$ cat src/rtl/core/bda_pkg.sv
package bda_pkg;

  localparam int unsigned ValueW    = 32;
  localparam int unsigned NumDigits = 10;
  localparam int unsigned DigitW    = 4;
  localparam int unsigned BcdW      = DigitW * NumDigits;
  localparam int unsigned CharW     = 6;
  localparam int unsigned BitCntW   = $clog2(ValueW);
  localparam int unsigned DigCntW   = $clog2(NumDigits);

  localparam logic [CharW-1:0]  AsciiZero = CharW'(48);
  localparam logic [CharW-1:0]  AsciiNine = CharW'(57);
  localparam logic [DigitW-1:0] AdjLimit  = DigitW'(5);
  localparam logic [DigitW-1:0] AdjAdd    = DigitW'(3);

  typedef enum logic [2:0] {
    StIdle = 3'b001,
    StConv = 3'b010,
    StEmit = 3'b100
  } state_e;

endpackage

$ cat src/rtl/core/binary_to_decimal_ascii.sv
// Converts one 32-bit unsigned item into its decimal text, one ASCII digit per output
// item, most significant digit first, with leading zeros dropped and the final digit
// marked by last_o. The value is shifted into a ten-digit BCD register one bit per cycle
// (shift and add three), and the BCD register is then shifted out one digit per cycle
// unless out_stall_i holds a digit in the output register, leading zeros included but
// not sent. The input is stalled from acceptance until the final digit has left the BCD
// register, so a new item is not taken while one is in work; the input is accepted again
// while the final digit still waits in the output register.
module binary_to_decimal_ascii (
  input  logic                       clk_i,
  input  logic                       rst_ni,
  input  logic                       in_valid_i,
  output logic                       in_stall_o,
  input  logic [bda_pkg::ValueW-1:0] value_i,
  output logic                       out_valid_o,
  input  logic                       out_stall_i,
  output logic [bda_pkg::CharW-1:0]  digit_char_o,
  output logic                       last_o
);
  import bda_pkg::*;

  state_e               state_q, state_d;
  logic [ValueW-1:0]    val_q, val_d;
  logic [BcdW-1:0]      bcd_q, bcd_d;
  logic [BcdW-1:0]      bcd_adj;
  logic [BitCntW-1:0]   bit_cnt_q, bit_cnt_d;
  logic [DigCntW-1:0]   dig_cnt_q, dig_cnt_d;
  logic                 started_q, started_d;
  logic                 out_valid_q, out_valid_d;
  logic [CharW-1:0]     char_q, char_d;
  logic                 last_q, last_d;
  logic [DigitW-1:0]    top_digit;
  logic                 emit_last;

  always_comb begin
    logic [DigitW-1:0] dig;
    dig = '0;
    for (int i = 0; i < NumDigits; i++) begin
      dig = bcd_q[DigitW*i +: DigitW];
      bcd_adj[DigitW*i +: DigitW] = (dig >= AdjLimit) ? dig + AdjAdd : dig;
    end
  end

  assign top_digit = bcd_q[BcdW-1 -: DigitW];
  assign emit_last = (dig_cnt_q == DigCntW'(NumDigits - 1));

  always_comb begin
    state_d     = state_q;
    val_d       = val_q;
    bcd_d       = bcd_q;
    bit_cnt_d   = bit_cnt_q;
    dig_cnt_d   = dig_cnt_q;
    started_d   = started_q;
    out_valid_d = out_valid_q && out_stall_i;
    char_d      = char_q;
    last_d      = last_q;
    case (state_q)
      StIdle: begin
        if (in_valid_i) begin
          val_d     = value_i;
          bcd_d     = '0;
          bit_cnt_d = '0;
          state_d   = StConv;
        end
      end
      StConv: begin
        bcd_d     = {bcd_adj[BcdW-2:0], val_q[ValueW-1]};
        val_d     = {val_q[ValueW-2:0], 1'b0};
        bit_cnt_d = bit_cnt_q + BitCntW'(1);
        if (bit_cnt_q == BitCntW'(ValueW - 1)) begin
          dig_cnt_d = '0;
          started_d = 1'b0;
          state_d   = StEmit;
        end
      end
      StEmit: begin
        if (!out_valid_q || !out_stall_i) begin
          if (started_q || (top_digit != '0) || emit_last) begin
            out_valid_d = 1'b1;
            char_d      = CharW'(top_digit) + AsciiZero;
            last_d      = emit_last;
            started_d   = 1'b1;
          end
          bcd_d     = {bcd_q[BcdW-DigitW-1:0], {DigitW{1'b0}}};
          dig_cnt_d = dig_cnt_q + DigCntW'(1);
          if (emit_last) begin
            state_d = StIdle;
          end
        end
      end
      default: begin
        state_d = StIdle;
      end
    endcase
  end

  always_ff @(posedge clk_i or negedge rst_ni) begin
    if (!rst_ni) begin
      state_q     <= StIdle;
      bit_cnt_q   <= '0;
      dig_cnt_q   <= '0;
      started_q   <= 1'b0;
      out_valid_q <= 1'b0;
    end else begin
      state_q     <= state_d;
      bit_cnt_q   <= bit_cnt_d;
      dig_cnt_q   <= dig_cnt_d;
      started_q   <= started_d;
      out_valid_q <= out_valid_d;
    end
  end

  always_ff @(posedge clk_i) begin
    val_q  <= val_d;
    bcd_q  <= bcd_d;
    char_q <= char_d;
    last_q <= last_d;
  end

  assign in_stall_o   = (state_q != StIdle);
  assign out_valid_o  = out_valid_q;
  assign digit_char_o = char_q;
  assign last_o       = last_q;

endmodule

$ cat config.mk
export PLATFORM = sky130hd
export DESIGN_NAME = binary_to_decimal_ascii
export DESIGN_NICKNAME = d
export VERILOG_FILES = /design/src/rtl/core/bda_pkg.sv /design/src/rtl/core/binary_to_decimal_ascii.sv
export SDC_FILE = /design/constraint.sdc
export NUM_CORES = 1
export LEC_CHECK = 0
export ABC_AREA = 0
export BUFFER_PORTS_ARGS = -buffer_cell sky130_fd_sc_hd__buf_2
export CORE_ASPECT_RATIO = 1.2
export CORE_MARGIN = 4
export CORE_UTILIZATION = 55
export CTS_CLUSTER_SIZE = 20
export DETAILED_ROUTE_END_ITERATION = 16
export PLACE_DENSITY_LB_ADDON = 0.08
export REMOVE_ABC_BUFFERS = 1
export SLEW_MARGIN = 40
export SYNTH_ARGS = -nofsm -noshare
export SYNTH_HDL_FRONTEND = slang
export SYNTH_SLANG_ARGS = --single-unit
export TNS_END_PERCENT = 100
$ cat constraint.sdc
create_clock -name clk_i -period 11.35 [get_ports clk_i]
set_input_delay 0 -clock clk_i [delete_from_list [all_inputs] [get_ports clk_i]]
set_output_delay 0 -clock clk_i [all_outputs]
set_load 0.01 [all_outputs]
== Word level (Yosys, flattened, before mapping) ==
Index checks and enable logic that the tools add are counted.
Storage, ports and cells
  flip-flop bits (word level): 93
  input bits: 36
  output and inout bits: 9
  logic and storage cells: 91
Operators by class
  add/subtract/negate cells: 13
  magnitude comparators: 10
  eq/ne operators: 11
  multiplexer cells: 32
  reduce and logical (&&, ||, !) cells: 16
Operators by type and width (count)
  40-bit case mux with 3 select lines: 1
  40-bit 2-to-1 mux: 2
  32-bit case mux with 2 select lines: 1
  4-bit 2-to-1 mux: 11
  4-bit by 3-bit >= comparator with 1-bit output, second input constant: 10
  4-bit by 2-bit adder with 4-bit output, second input constant: 9
  32-bit 2-to-1 mux: 1
  3-bit 2-to-1 mux: 5
  2-bit inequality test, second input constant: 5
  5-bit case mux with 2 select lines: 1
  3-bit case mux with 3 select lines: 1
  3-bit AND reduction: 3
  4-bit case mux with 2 select lines: 1
  4-bit AND reduction: 2
  5-bit by 5-bit adder with 6-bit output, second input constant: 1
  1-bit 2-to-1 mux: 6
  5-bit by 1-bit adder with 5-bit output, second input constant: 1
  5-bit equality test, second input constant: 1
  5-bit 2-to-1 mux: 1
  4-bit by 1-bit adder with 4-bit output, second input constant: 1
  4-bit equality test, second input constant: 1
  2-bit nonzero test: 2
  4-bit nonzero test: 1
  3-bit by 2-bit adder with 3-bit output, second input constant: 1
  other kinds (10): 13

== Longest topological paths before layout ==
Gate-level depths: netlist (run 1).
  word-level depth: 6
  depth in mapped cells: 6
  gate-level depth less buffers: 6

== Worst setup path before layout (run 1) ==
Ideal clock, no wire load.
  path kind: register to register
  start: reg state_q[2]
  end: reg bcd_q[0] (enable)
  setup time: 0.493 ns
  arrival time: 3.531 ns
  required time: 10.857 ns
  path slack: 7.326 ns
  stages on the path, launching flop included: 4
  path buffers: 0
  clock period less this slack: 4.024 ns
  cell sequence: dfrtp_1 > nor2b_1 > a21oi_1 > o21ai_0
On the way
  longest elaborated chain between the ends: 3
  elaborated cells between the ends (all ways): 7
  classes of those cells: eq/ne (5); reduce/logical (2)
RTL lines
  start, declared: line binary_to_decimal_ascii.sv:22  | state_e state_q, state_d;
  start signal, assigned: line binary_to_decimal_ascii.sv:99  | state_q <= StIdle;
  start signal, assigned: line binary_to_decimal_ascii.sv:105  | state_q <= state_d;
  3-bit equality test, or another cell as far along: line binary_to_decimal_ascii.sv:57  | case (state_q)
  2-bit inequality test (no source line) / 3-bit nonzero test (equally long branches)
  3-bit AND reduction (no source line) (*)
  end signal, assigned: line binary_to_decimal_ascii.sv:115  | bcd_q <= bcd_d;
  end, declared: line binary_to_decimal_ascii.sv:24  | logic [BcdW-1:0] bcd_q, bcd_d;
Every way passes the cells marked *; elsewhere a longest branch is shown, timed or not.
A chain may end at the register's enable or synchronous reset.

== Final worst setup path (run 1) ==
  start: reg state_q[2]
  end: reg char_q[2] (netlist: digit_char_o[2]) (enable)
On the way
  longest elaborated chain between the ends: 2
RTL lines
  3-bit equality test: line binary_to_decimal_ascii.sv:57
  3-bit AND reduction (no source line)
  end signal, assigned: line binary_to_decimal_ascii.sv:116  | char_q <= char_d;
  end, declared: line binary_to_decimal_ascii.sv:30  | logic [CharW-1:0] char_q, char_d;
Every way passes these cells.

==> results.json, run 1 <==
{
  "status": "completed",
  "cap_viol_max_count": 0,
  "instance_area_after_placement_sq_mm": 0.00520,
  "postSynth.topFlopCell": "sky130_fd_sc_hd__edfxtp_1",
  "chipWidth_microns": 94.2,
  "max_clock_freq_mhz": 424,
  "fillers": 688,
  "die-area_sq_mm": 0.0105,
  "floorplan.io_pins": 45,
  "crit_path_buffers_inverters": 1,
  "synth_compound_gate_area_share_pct": 14.3,
  "cts.clk_slew.worst_paths_ns": 0.09,
  "synth-seq-cells": 91,
  "worst_slew_margin_rel_pct": 45.1,
  "drt.antenna.violating_nets": 0,
  "avgSynthCellArea_sq_um": 11.0,
  "worst_slew_pin_slew_ns": 0.823,
  "post_cts_buffers": 0,
  "synth.area.mux_share_pct": 1.84,
  "globalRouteOverflowTotal": 0,
  "setup_tns_ns": 0,
  "antenna_violations_before_repair": 0,
  "netlist_area_sq_mm": 0.00490,
  "dpl.hpwl_microns": 5500,
  "crit_chain": "nor2b_1 > nand2b_1 > buf_4 > a41o_1 > nor2_1",
  "post-route-period-util_pct": 20.8,
  "required_arrival_time_at_the_worst_endpoint_ns": 11.37,
  "combinational_family_with_the_most_area_after_synthesis": "simple AND/OR/NAND/NOR gates",
  "clk_root_buffer_cell": "sky130_fd_sc_hd__clkbuf_8",
  "global_route_wire_length_before_repair_microns": 15900,
  "detailedRoute.firstPassIterationCount": 4,
  "most-common-layout-cells": "112 x sky130_fd_sc_hd__nand2_1, 77 x sky130_fd_sc_hd__edfxtp_1, 42 x sky130_fd_sc_hd__buf_2, 34 x sky130_fd_sc_hd__dlygate4sd3_1, 27 x sky130_fd_sc_hd__a21oi_1",
  "detailedRoute.firstIterationViolations": 167,
  "crit_path_max_fanout": 12,
  "routed_wire_length_per_instance_microns": 14.3,
  "synth-edff-count": 77,
  "asyncSetResetFlopFracSynth_pct": 15.4,
  "tritoncts_buffer_count": 9,
  "rsz0062_at_grt": "false",
  "timing.critical_path.slowest_cell_delay_ns": 0.49,
  "final_cell_area_sq_mm": 0.00573,
  "power_density_mw_per_mm2": 223,
  "yosys_warnings": 0,
  "post_synth_inst_count": 447,
  "htreeDepth": 3,
  "vdd_ir_drop_max_mv": 0.123,
  "finalNetCount": 581,
  "antennaDiodeCount": 0,
  "final_layout_size_suffix_gt1_share_pct": 17.0,
  "route.detailed.drc": 0,
  "leakage_nw": 2.33,
  "portBuffers": 42,
  "tritoncts_clock_tree": "done",
  "count_of_endpoints_failing_setup_in_the_final_report": 0,
  "finalWorstPathRequiredPeriod_ns": 2.36,
  "final_common_cell": "sky130_fd_sc_hd__nand2_1",
  "synth-adder-area-share_pct": 6.38,
  "coreArea_sq_mm": 0.00866,
  "maxSlewViolCount": 0,
  "timing.critical_path.to_type": "flop",
  "path_delay_family": "simple AND/OR/NAND/NOR gates",
  "post_drt_via_cell_ratio": 5.26,
  "final.setup_skew_ns": 0.00802,
  "worstSkewPairLatency_ns": 0.36,
  "clock-sinks": 91,
  "postRouteWirelength_microns": 9170,
  "detailroute.via_count": 3377,
  "timing.critical_path.arrival_ns": 2.38,
  "initial_utilization_pct": 56.6,
  "first_global_vias": 3530,
  "yosys.area_share.xor_xnor_pct": 3.39,
  "crit_path_start_kind": "flop",
  "maximum_root_to_sink_buffer_count": 2,
  "gpl.final_weighted_congestion": 0.824,
  "placementRows": 37,
  "min_path_type": "in2async",
  "synthToLayoutAreaGrowth_pct": 16.9,
  "die_h_microns": 111,
  "grt_util_all_layers_pct": 18.8,
  "ys_types": 43,
  "setup.worst_path.class": "reg2reg",
  "grt_max_degree": 67,
  "timing_hold_violations_final": 0,
  "synthSimpleGateAreaFrac_pct": 15.4,
  "synth_sequential_area_ratio_pct": 54.3,
  "worst_path_max_delay_cell": "sky130_fd_sc_hd__dfrtp_1"
}
-- cells by family after synthesis --
logic type,Yosys count
AND/OR/NAND/NOR,164
AO/OA/AOI/OAI,93
flip-flops,91
buffers and inverters,45
adder cells (fa/ha/maj),25
XOR/XNOR,19
multiplexers,9
other,1
-- path summary, 6_finish.rpt --
path                                   startpoint                   endpoint  slack [ns]  cells after the start
max in group asynchronous                  rst_ni     state_q[0]$_DFFE_PN1P_       11.00                      2
hold reg to reg               bcd_q[37]$_DFFE_PP_  digit_char_o[1]$_DFFE_PP_        0.49                      0
hold / removal                             rst_ni   dig_cnt_q[1]$_DFFE_PN0P_        0.06                      2
setup / recovery           state_q[2]$_DFFE_PN0P_  digit_char_o[2]$_DFFE_PP_        8.99                      5
min in group clk_i                     in_valid_i     state_q[1]$_DFFE_PN0P_        0.10                      4
setup reg to reg           state_q[2]$_DFFE_PN0P_  digit_char_o[2]$_DFFE_PP_        8.99                      5
-- routing by layer --
layer	share of wire [%]	up-vias	global-route usage, %
met5	0	-	0
met4	1.9	0	8.67
met3	2.9	14	2.91
met2	51	59	31.8
met1	44	1597	23.5
li1	-	1707	-
-- report_power, final --
part | internal (mW) | switching (mW) | total [mW] | leakage (nW)
sequential | 0.528 | 0.0800 | 0.608 | 0.929
combinational | 0.182 | 0.273 | 0.455 | 1.31
clock | 0.101 | 0.116 | 0.217 | 0.0931
-- metrics by stage --
step	utilization, %	instances	setup slack (ns)	total power, mW	hold WS [ns]
after floorplan	-	428	7.33	0.948	-0.296
after global placement	60.1	592	9.08	1.04	-0.0904
after detailed placement	60.1	592	8.96	1.06	-0.0854
after CTS	66.2	642	8.94	1.29	0.0569
after global routing	66.2	642	8.70	1.38	0.0878
final	66.2	642	8.99	1.28	0.0627
-- synth_stat cells (2+ instances only) --
library cell               count  area share [%]
sky130_fd_sc_hd__nand2_1     112             8.6
sky130_fd_sc_hd__edfxtp_1     77              47
sky130_fd_sc_hd__a21oi_1      27             2.8
sky130_fd_sc_hd__ha_1         25             6.4
sky130_fd_sc_hd__inv_1        25             1.9
sky130_fd_sc_hd__o21ai_0      14             1.4
sky130_fd_sc_hd__a22o_1       13             2.3
sky130_fd_sc_hd__dfrtp_1      13             6.6
sky130_fd_sc_hd__o21ai_1      13             1.3
sky130_fd_sc_hd__nand2b_1     12             1.5
sky130_fd_sc_hd__xnor2_1      12             2.1
sky130_fd_sc_hd__nor3b_1      11             1.7
sky130_fd_sc_hd__o22ai_2      11             2.8
sky130_fd_sc_hd__buf_2        10             1.0
sky130_fd_sc_hd__mux2i_1       9             1.8
sky130_fd_sc_hd__nor2_1        9            0.69
sky130_fd_sc_hd__xor2_1        7             1.3
sky130_fd_sc_hd__o32ai_2       6             2.0
sky130_fd_sc_hd__buf_4         4            0.61
sky130_fd_sc_hd__clkbuf_1      4            0.31
sky130_fd_sc_hd__and2_1        3            0.38
sky130_fd_sc_hd__nand3_1       3            0.31
sky130_fd_sc_hd__a21o_1        2            0.31
sky130_fd_sc_hd__buf_6         2            0.46
sky130_fd_sc_hd__nand3b_1      2            0.31
sky130_fd_sc_hd__nor2b_1       2            0.26
sky130_fd_sc_hd__nor3b_2       2            0.51
sky130_fd_sc_hd__or3b_1        2            0.36
-- worst reg2reg max path: stages, from the launching register on --
cell	delay [ns]
sky130_fd_sc_hd__dfrtp_1	0.49
sky130_fd_sc_hd__nor2b_1	0.25
sky130_fd_sc_hd__nand2b_1	0.38
sky130_fd_sc_hd__buf_4	0.35
sky130_fd_sc_hd__a41o_1	0.25
sky130_fd_sc_hd__nor2_1	0.32
-- what timing repair did --
action,CTS,global route
hold endpoints to repair,47,0
setup endpoints to repair,0,0
hold buffers,34,0
gates resized for setup,0,0
-- state kept, by name (all words and copies together), names as in the netlist --
signal        count
bcd_q            40
bit_cnt_q         5
dig_cnt_q         4
digit_char_o      4
last_o            1
out_valid_o       1
started_q         1
state_q           3
val_q            32
-- area by class of cell --
| type | count | area, sq um | area share, % |
|---|---|---|---|
| Sequential cell | 91 | 2660 | 46.5 |
| Multi-Input combinational cell | 312 | 2050 | 35.7 |
| Timing Repair Buffer | 81 | 588 | 10.3 |
| Tap cell | 117 | 146 | 2.55 |
| Clock buffer | 9 | 124 | 2.16 |
| Inverter | 25 | 93.8 | 1.64 |
| Clock inverter | 7 | 67.6 | 1.18 |
(Power assumes the default switching activity.)
==> run 2, diff against run 1 <==
- clock period: 11.35 -> 2.2 ns (I/O delays scaled with it)
==> run 2 against run 1 <==
Power grew to 5.2 times the previous value. Core utilization up 0.71 points. Global-route usage decreased by 0.26 points. Register-to-register slack lost 8.8 ns. Hold slack worse by 0.0076 ns. Final area rose by 1.1%. Critical path type unchanged. Critical endpoint is now bcd_q[22]$_DFFE_PP_. Largest power group unchanged. Highest routed layer unchanged.
==> results.json, run 2 (synthesized netlist as in run 1, its figures left out) <==
{
  "path_delay_family": "flip-flops",
  "max_clock_freq_mhz": 488,
  "fillers": 692,
  "power_density_mw_per_mm2": 1150,
  "setup.worst_path.class": "reg2reg",
  "largest_registers": "bcd_q (40), val_q (32), bit_cnt_q (5)",
  "grt_max_degree": 38,
  "timing.reg2reg.setup_slack_ns": 0.15,
  "worst_path_max_delay_cell": "sky130_fd_sc_hd__dfstp_2",
  "dpl.hpwl_microns": 5790,
  "cap_viol_max_count": 0,
  "post_route_m1_wl_microns": 4030,
  "minimum_hold_slack_ns": 0.0551,
  "post_drt_via_cell_ratio": 5.23,
  "worstSkewPairLatency_ns": 0.36,
  "final_common_cell": "sky130_fd_sc_hd__nand2_1",
  "global_route_wire_length_before_repair_microns": 15700,
  "met2_length_microns": 4570,
  "tritoncts_buffer_count": 9,
  "final.setup_skew_ns": 0.00682,
  "coreArea_sq_mm": 0.00866,
  "final_layout_size_suffix_gt1_share_pct": 17.2,
  "largest_register_ffs": 40,
  "crit_path_max_fanout": 29,
  "initial_utilization_pct": 56.6,
  "detailedRoute.firstIterationViolations": 165,
  "timing.critical_path.to_type": "flop",
  "portBuffers": 42,
  "finalNetCount": 585,
  "min_path_type": "in2async",
  "timing_hold_violations_final": 0,
  "drt.antenna.violating_nets": 0,
  "required_arrival_time_at_the_worst_endpoint_ns": 2.26,
  "rsz0062_at_grt": "false",
  "chipWidth_microns": 94.2,
  "clk_root_buffer_cell": "sky130_fd_sc_hd__clkbuf_8",
  "cts_repair_resize_count": 0,
  "htreeDepth": 3,
  "top_layer_used": "met4",
  "r2r-start": "state_q[0]$_DFFE_PN1P_",
  "floorplan.io_pins": 45,
  "maximum_root_to_sink_buffer_count": 2,
  "gpl.final_weighted_congestion": 0.769,
  "globalRouteOverflowTotal": 0,
  "maxSlewViolCount": 0,
  "register_with_the_most_flip_flops": "bcd_q",
  "finalWorstPathRequiredPeriod_ns": 2.05,
  "status": "completed",
  "antenna_violations_before_repair": 0,
  "placementRows": 37,
  "crit_chain": "or3b_1 > or2_1 > o21ai_4 > buf_12",
  "clock-sinks": 91,
  "timing.critical_path.arrival_ns": 2.11,
  "final_cell_area_sq_mm": 0.00579,
  "crit_path_start_kind": "flop",
  "route.detailed.drc": 0,
  "grt_util_all_layers_pct": 18.6,
  "rr_endpoint": "bcd_q[22]$_DFFE_PP_",
  "most-common-layout-cells": "112 x sky130_fd_sc_hd__nand2_1, 77 x sky130_fd_sc_hd__edfxtp_1, 42 x sky130_fd_sc_hd__buf_2, 34 x sky130_fd_sc_hd__dlygate4sd3_1, 27 x sky130_fd_sc_hd__a21oi_1",
  "route.met3.wl_microns": 336,
  "timing.critical_path.slowest_cell_delay_ns": 0.66,
  "synthToLayoutAreaGrowth_pct": 18.2,
  "crit_path_buffers_inverters": 1,
  "leakage_nw": 2.37,
  "post-route-period-util_pct": 93.1,
  "first_global_vias": 3478,
  "instance_area_after_placement_sq_mm": 0.00527,
  "worst-r2r-cell-count": 4,
  "count_of_endpoints_failing_setup_in_the_final_report": 0,
  "cts.clk_slew.worst_paths_ns": 0.09,
  "antennaDiodeCount": 0,
  "tritoncts_clock_tree": "done",
  "die_h_microns": 111,
  "die-area_sq_mm": 0.0105,
  "vdd_ir_drop_max_mv": 0.644,
  "routed_wire_length_per_instance_microns": 14.0,
  "postRouteWirelength_microns": 9020,
  "detailroute.via_count": 3380,
  "detailedRoute.firstPassIterationCount": 6
}
==> run 2: cell type report <==
| type | instances | area (sq um) | share of cell area, % |
|---|---|---|---|
| Sequential cell | 91 | 2660 | 46.0 |
| Multi-Input combinational cell | 312 | 2050 | 35.4 |
| Timing Repair Buffer | 85 | 656 | 11.3 |
| Tap cell | 117 | 146 | 2.53 |
| Clock buffer | 11 | 131 | 2.27 |
| Inverter | 25 | 93.8 | 1.62 |
| Clock inverter | 5 | 53.8 | 0.929 |
==> run 2: what timing repair did <==
| action | CTS | global route |
|---|---|---|
| hold endpoints to repair | 47 | 0 |
| buffers inserted | 0 | 0 |
| hold buffers | 34 | 0 |
| endpoints found under the setup margin | 0 | 0 |
==> run 2: how the worst max path moves through the flow <==
stage | start | end | slack, ns | depth (start not counted)
final | state_q[0]$_DFFE_PN1P_ | bcd_q[22]$_DFFE_PP_ | 0.15 | 4
after detailed placement | state_q[0]$_DFFE_PN1P_ | bcd_q[20]$_DFFE_PP_ | 0.16 | 4
after CTS | state_q[0]$_DFFE_PN1P_ | bcd_q[25]$_DFFE_PP_ | 0.14 | 4
after global routing | state_q[0]$_DFFE_PN1P_ | bcd_q[25]$_DFFE_PP_ | 0.06 | 4
after floorplan | state_q[2]$_DFFE_PN0P_ | bcd_q[0]$_DFFE_PP_ | -1.82 | 3
after global placement | state_q[0]$_DFFE_PN1P_ | bcd_q[20]$_DFFE_PP_ | 0.18 | 4
==> run 2: per-layer routing <==
| layer | vias up | GRT usage, % |
|---|---|---|
| li1 | 1717 | - |
| met1 | 1598 | 23.2 |
| met2 | 59 | 31.6 |
| met3 | 6 | 4.53 |
| met4 | 0 | 5.68 |
| met5 | - | 0 |
==> run 2: through the flow <==
step           utilization [%]  setup slack (ns)  TNS (ns)  instances  total power [mW]
6_report                  66.9             0.152         0        646              6.66
5_1_grt                   66.9            0.0644         0        646              7.16
4_1_cts                   66.9             0.140         0        646              6.72
3_5_place_dp              60.9             0.161         0        596              5.58
3_3_place_gp              60.9             0.182         0        596              5.48
2_1_floorplan                -             -1.82    -83.71        428              4.89
==> run 2: power breakdown <==
group,internal [mW],switching (mW)
Sequential,2.72,0.406
Clock,0.522,0.566
Combinational,1.03,1.41
==> run 2: worst reg2reg max path: stages, from the launching register on <==
cell and delay [ns]:
sky130_fd_sc_hd__dfstp_2 0.66, sky130_fd_sc_hd__or3b_1 0.38, sky130_fd_sc_hd__or2_1 0.27, sky130_fd_sc_hd__o21ai_4 0.18
sky130_fd_sc_hd__buf_12 0.26
==> run 3, diff against run 2 <==
- REMOVE_ABC_BUFFERS: 1 -> not set
==> run 3 against run 2 <==
Routed wire length grew 3.6%. Combinational power grew 3%. Fmax grew 0.99%. Critical endpoint is now bcd_q[6]$_DFFE_PP_. Largest cell class unchanged. Highest routed layer unchanged.
==> results.json, run 3 (synthesized netlist as in run 1, its figures left out) <==
{
  "register_with_the_most_flip_flops": "bcd_q",
  "cap_viol_max_count": 0,
  "finalNetCount": 587,
  "drt.antenna.violating_nets": 0,
  "dpl.hpwl_microns": 6110,
  "maxSlewViolCount": 0,
  "grt_util_all_layers_pct": 19.3,
  "routed_wire_length_per_instance_microns": 14.4,
  "timing_hold_violations_final": 0,
  "cts_repair_resize_count": 0,
  "synthToLayoutAreaGrowth_pct": 18.5,
  "placementRows": 37,
  "instance_area_after_placement_sq_mm": 0.00531,
  "post-route-period-util_pct": 92.2,
  "crit_path_start_kind": "flop",
  "coreArea_sq_mm": 0.00866,
  "cts.clk_slew.worst_paths_ns": 0.08,
  "rsz0062_at_grt": "false",
  "final_layout_size_suffix_gt1_share_pct": 17.1,
  "most-common-layout-cells": "112 x sky130_fd_sc_hd__nand2_1, 77 x sky130_fd_sc_hd__edfxtp_1, 42 x sky130_fd_sc_hd__buf_2, 34 x sky130_fd_sc_hd__dlygate4sd3_1, 27 x sky130_fd_sc_hd__a21oi_1",
  "antenna_violations_before_repair": 0,
  "die-area_sq_mm": 0.0105,
  "detailedRoute.firstIterationViolations": 196,
  "final_common_cell": "sky130_fd_sc_hd__nand2_1",
  "setup_tns_ns": 0,
  "clock-sinks": 91,
  "portBuffers": 42,
  "first_global_vias": 3433,
  "tritoncts_buffer_count": 9,
  "count_of_endpoints_failing_setup_in_the_final_report": 0,
  "globalRouteOverflowTotal": 0,
  "floorplan.io_pins": 45,
  "initial_utilization_pct": 56.6,
  "post_drt_via_cell_ratio": 5.33,
  "leakage_nw": 2.38,
  "crit_path_max_fanout": 18,
  "post_cts_buffers": 0,
  "largest_registers": "bcd_q (40), val_q (32), bit_cnt_q (5)",
  "vdd_ir_drop_max_mv": 0.618,
  "final_cell_area_sq_mm": 0.00581,
  "die_h_microns": 111,
  "minimum_hold_slack_ns": 0.0693,
  "timing.critical_path.slowest_cell_delay_ns": 0.66,
  "worstSkewPairLatency_ns": 0.35,
  "crit_chain": "or3b_1 > or2_1 > o21ai_4 > buf_12",
  "gpl.final_weighted_congestion": 0.747,
  "critical_path.startpoint": "state_q[0]$_DFFE_PN1P_",
  "worst_path_max_delay_cell": "sky130_fd_sc_hd__dfstp_2",
  "status": "completed",
  "detailedRoute.firstPassIterationCount": 4,
  "timing.reg2reg.setup_slack_ns": 0.17,
  "finalWorstPathRequiredPeriod_ns": 2.03,
  "crit_path_buffers_inverters": 1,
  "min_path_type": "in2async",
  "antennaDiodeCount": 0,
  "setup.worst_path.class": "reg2reg",
  "largest_register_ffs": 40,
  "chipWidth_microns": 94.2,
  "tritoncts_clock_tree": "done",
  "detailroute.via_count": 3452,
  "global_route_wire_length_before_repair_microns": 16100,
  "htreeDepth": 3,
  "required_arrival_time_at_the_worst_endpoint_ns": 2.27,
  "power_density_mw_per_mm2": 1140,
  "timing.critical_path.arrival_ns": 2.09,
  "timing.critical_path.to_type": "flop",
  "r2r-start": "state_q[0]$_DFFE_PN1P_",
  "max_clock_freq_mhz": 493,
  "final.setup_skew_ns": 0.00683,
  "postRouteWirelength_microns": 9350,
  "grt_max_degree": 37,
  "design_power_total_mw": 6.65,
  "path_delay_family": "simple AND/OR/NAND/NOR gates",
  "final_core_utilization_pct": 67.1,
  "clk_root_buffer_cell": "sky130_fd_sc_hd__clkbuf_8",
  "maximum_root_to_sink_buffer_count": 2,
  "route.detailed.drc": 0
}
-- run 3: path summary, 6_finish.rpt --
check | endpoint | cells past startpoint
worst max-delay path | bcd_q[6]$_DFFE_PP_ | 4
worst min-delay path | bit_cnt_q[3]$_DFFE_PN0P_ | 2
worst max register to register | bcd_q[6]$_DFFE_PP_ | 4
worst min register to register | digit_char_o[1]$_DFFE_PP_ | 0
max in group asynchronous | state_q[0]$_DFFE_PN1P_ | 2
min in group clk_i | state_q[1]$_DFFE_PN0P_ | 4
-- run 3: area by class of cell --
cell class | instances | area (sq um)
flip-flops and latches | 91 | 2660
well taps | 117 | 146
repair buffers | 87 | 696
fillers | 683 | 2850
clock inverters | 3 | 13.8
multi-input cells | 312 | 2050
clock buffers | 13 | 149
inverters | 25 | 93.8
-- run 3: repair_timing --
action	in CTS	in global routing
setup endpoints to repair	0	0
hold endpoints to repair	47	0
hold buffers	34	0
-- run 3: per-layer routing --
| layer | up-vias | global-route usage (%) | wire, microns |
|---|---|---|---|
| met5 | - | 0 | 0 |
| met4 | 0 | 7.90 | 137 |
| met3 | 12 | 3.31 | 300 |
| met2 | 64 | 32.0 | 4710 |
| met1 | 1659 | 24.8 | 4200 |
| li1 | 1717 | - | - |
-- run 3: power breakdown --
group	switching (mW)	total, mW	internal (mW)	leakage, nW
Sequential	0.413	3.13	2.72	0.929
Combinational	1.44	2.52	1.08	1.37
Clock	0.561	0.997	0.437	0.0848
-- run 3: stage by stage --
step | worst slack [ns] | std cells
3_3_place_gp | 0.218 | 598
6_report | 0.172 | 648
3_5_place_dp | 0.186 | 598
2_1_floorplan | 0.0909 | 448
5_1_grt | 0.112 | 648
4_1_cts | 0.167 | 648
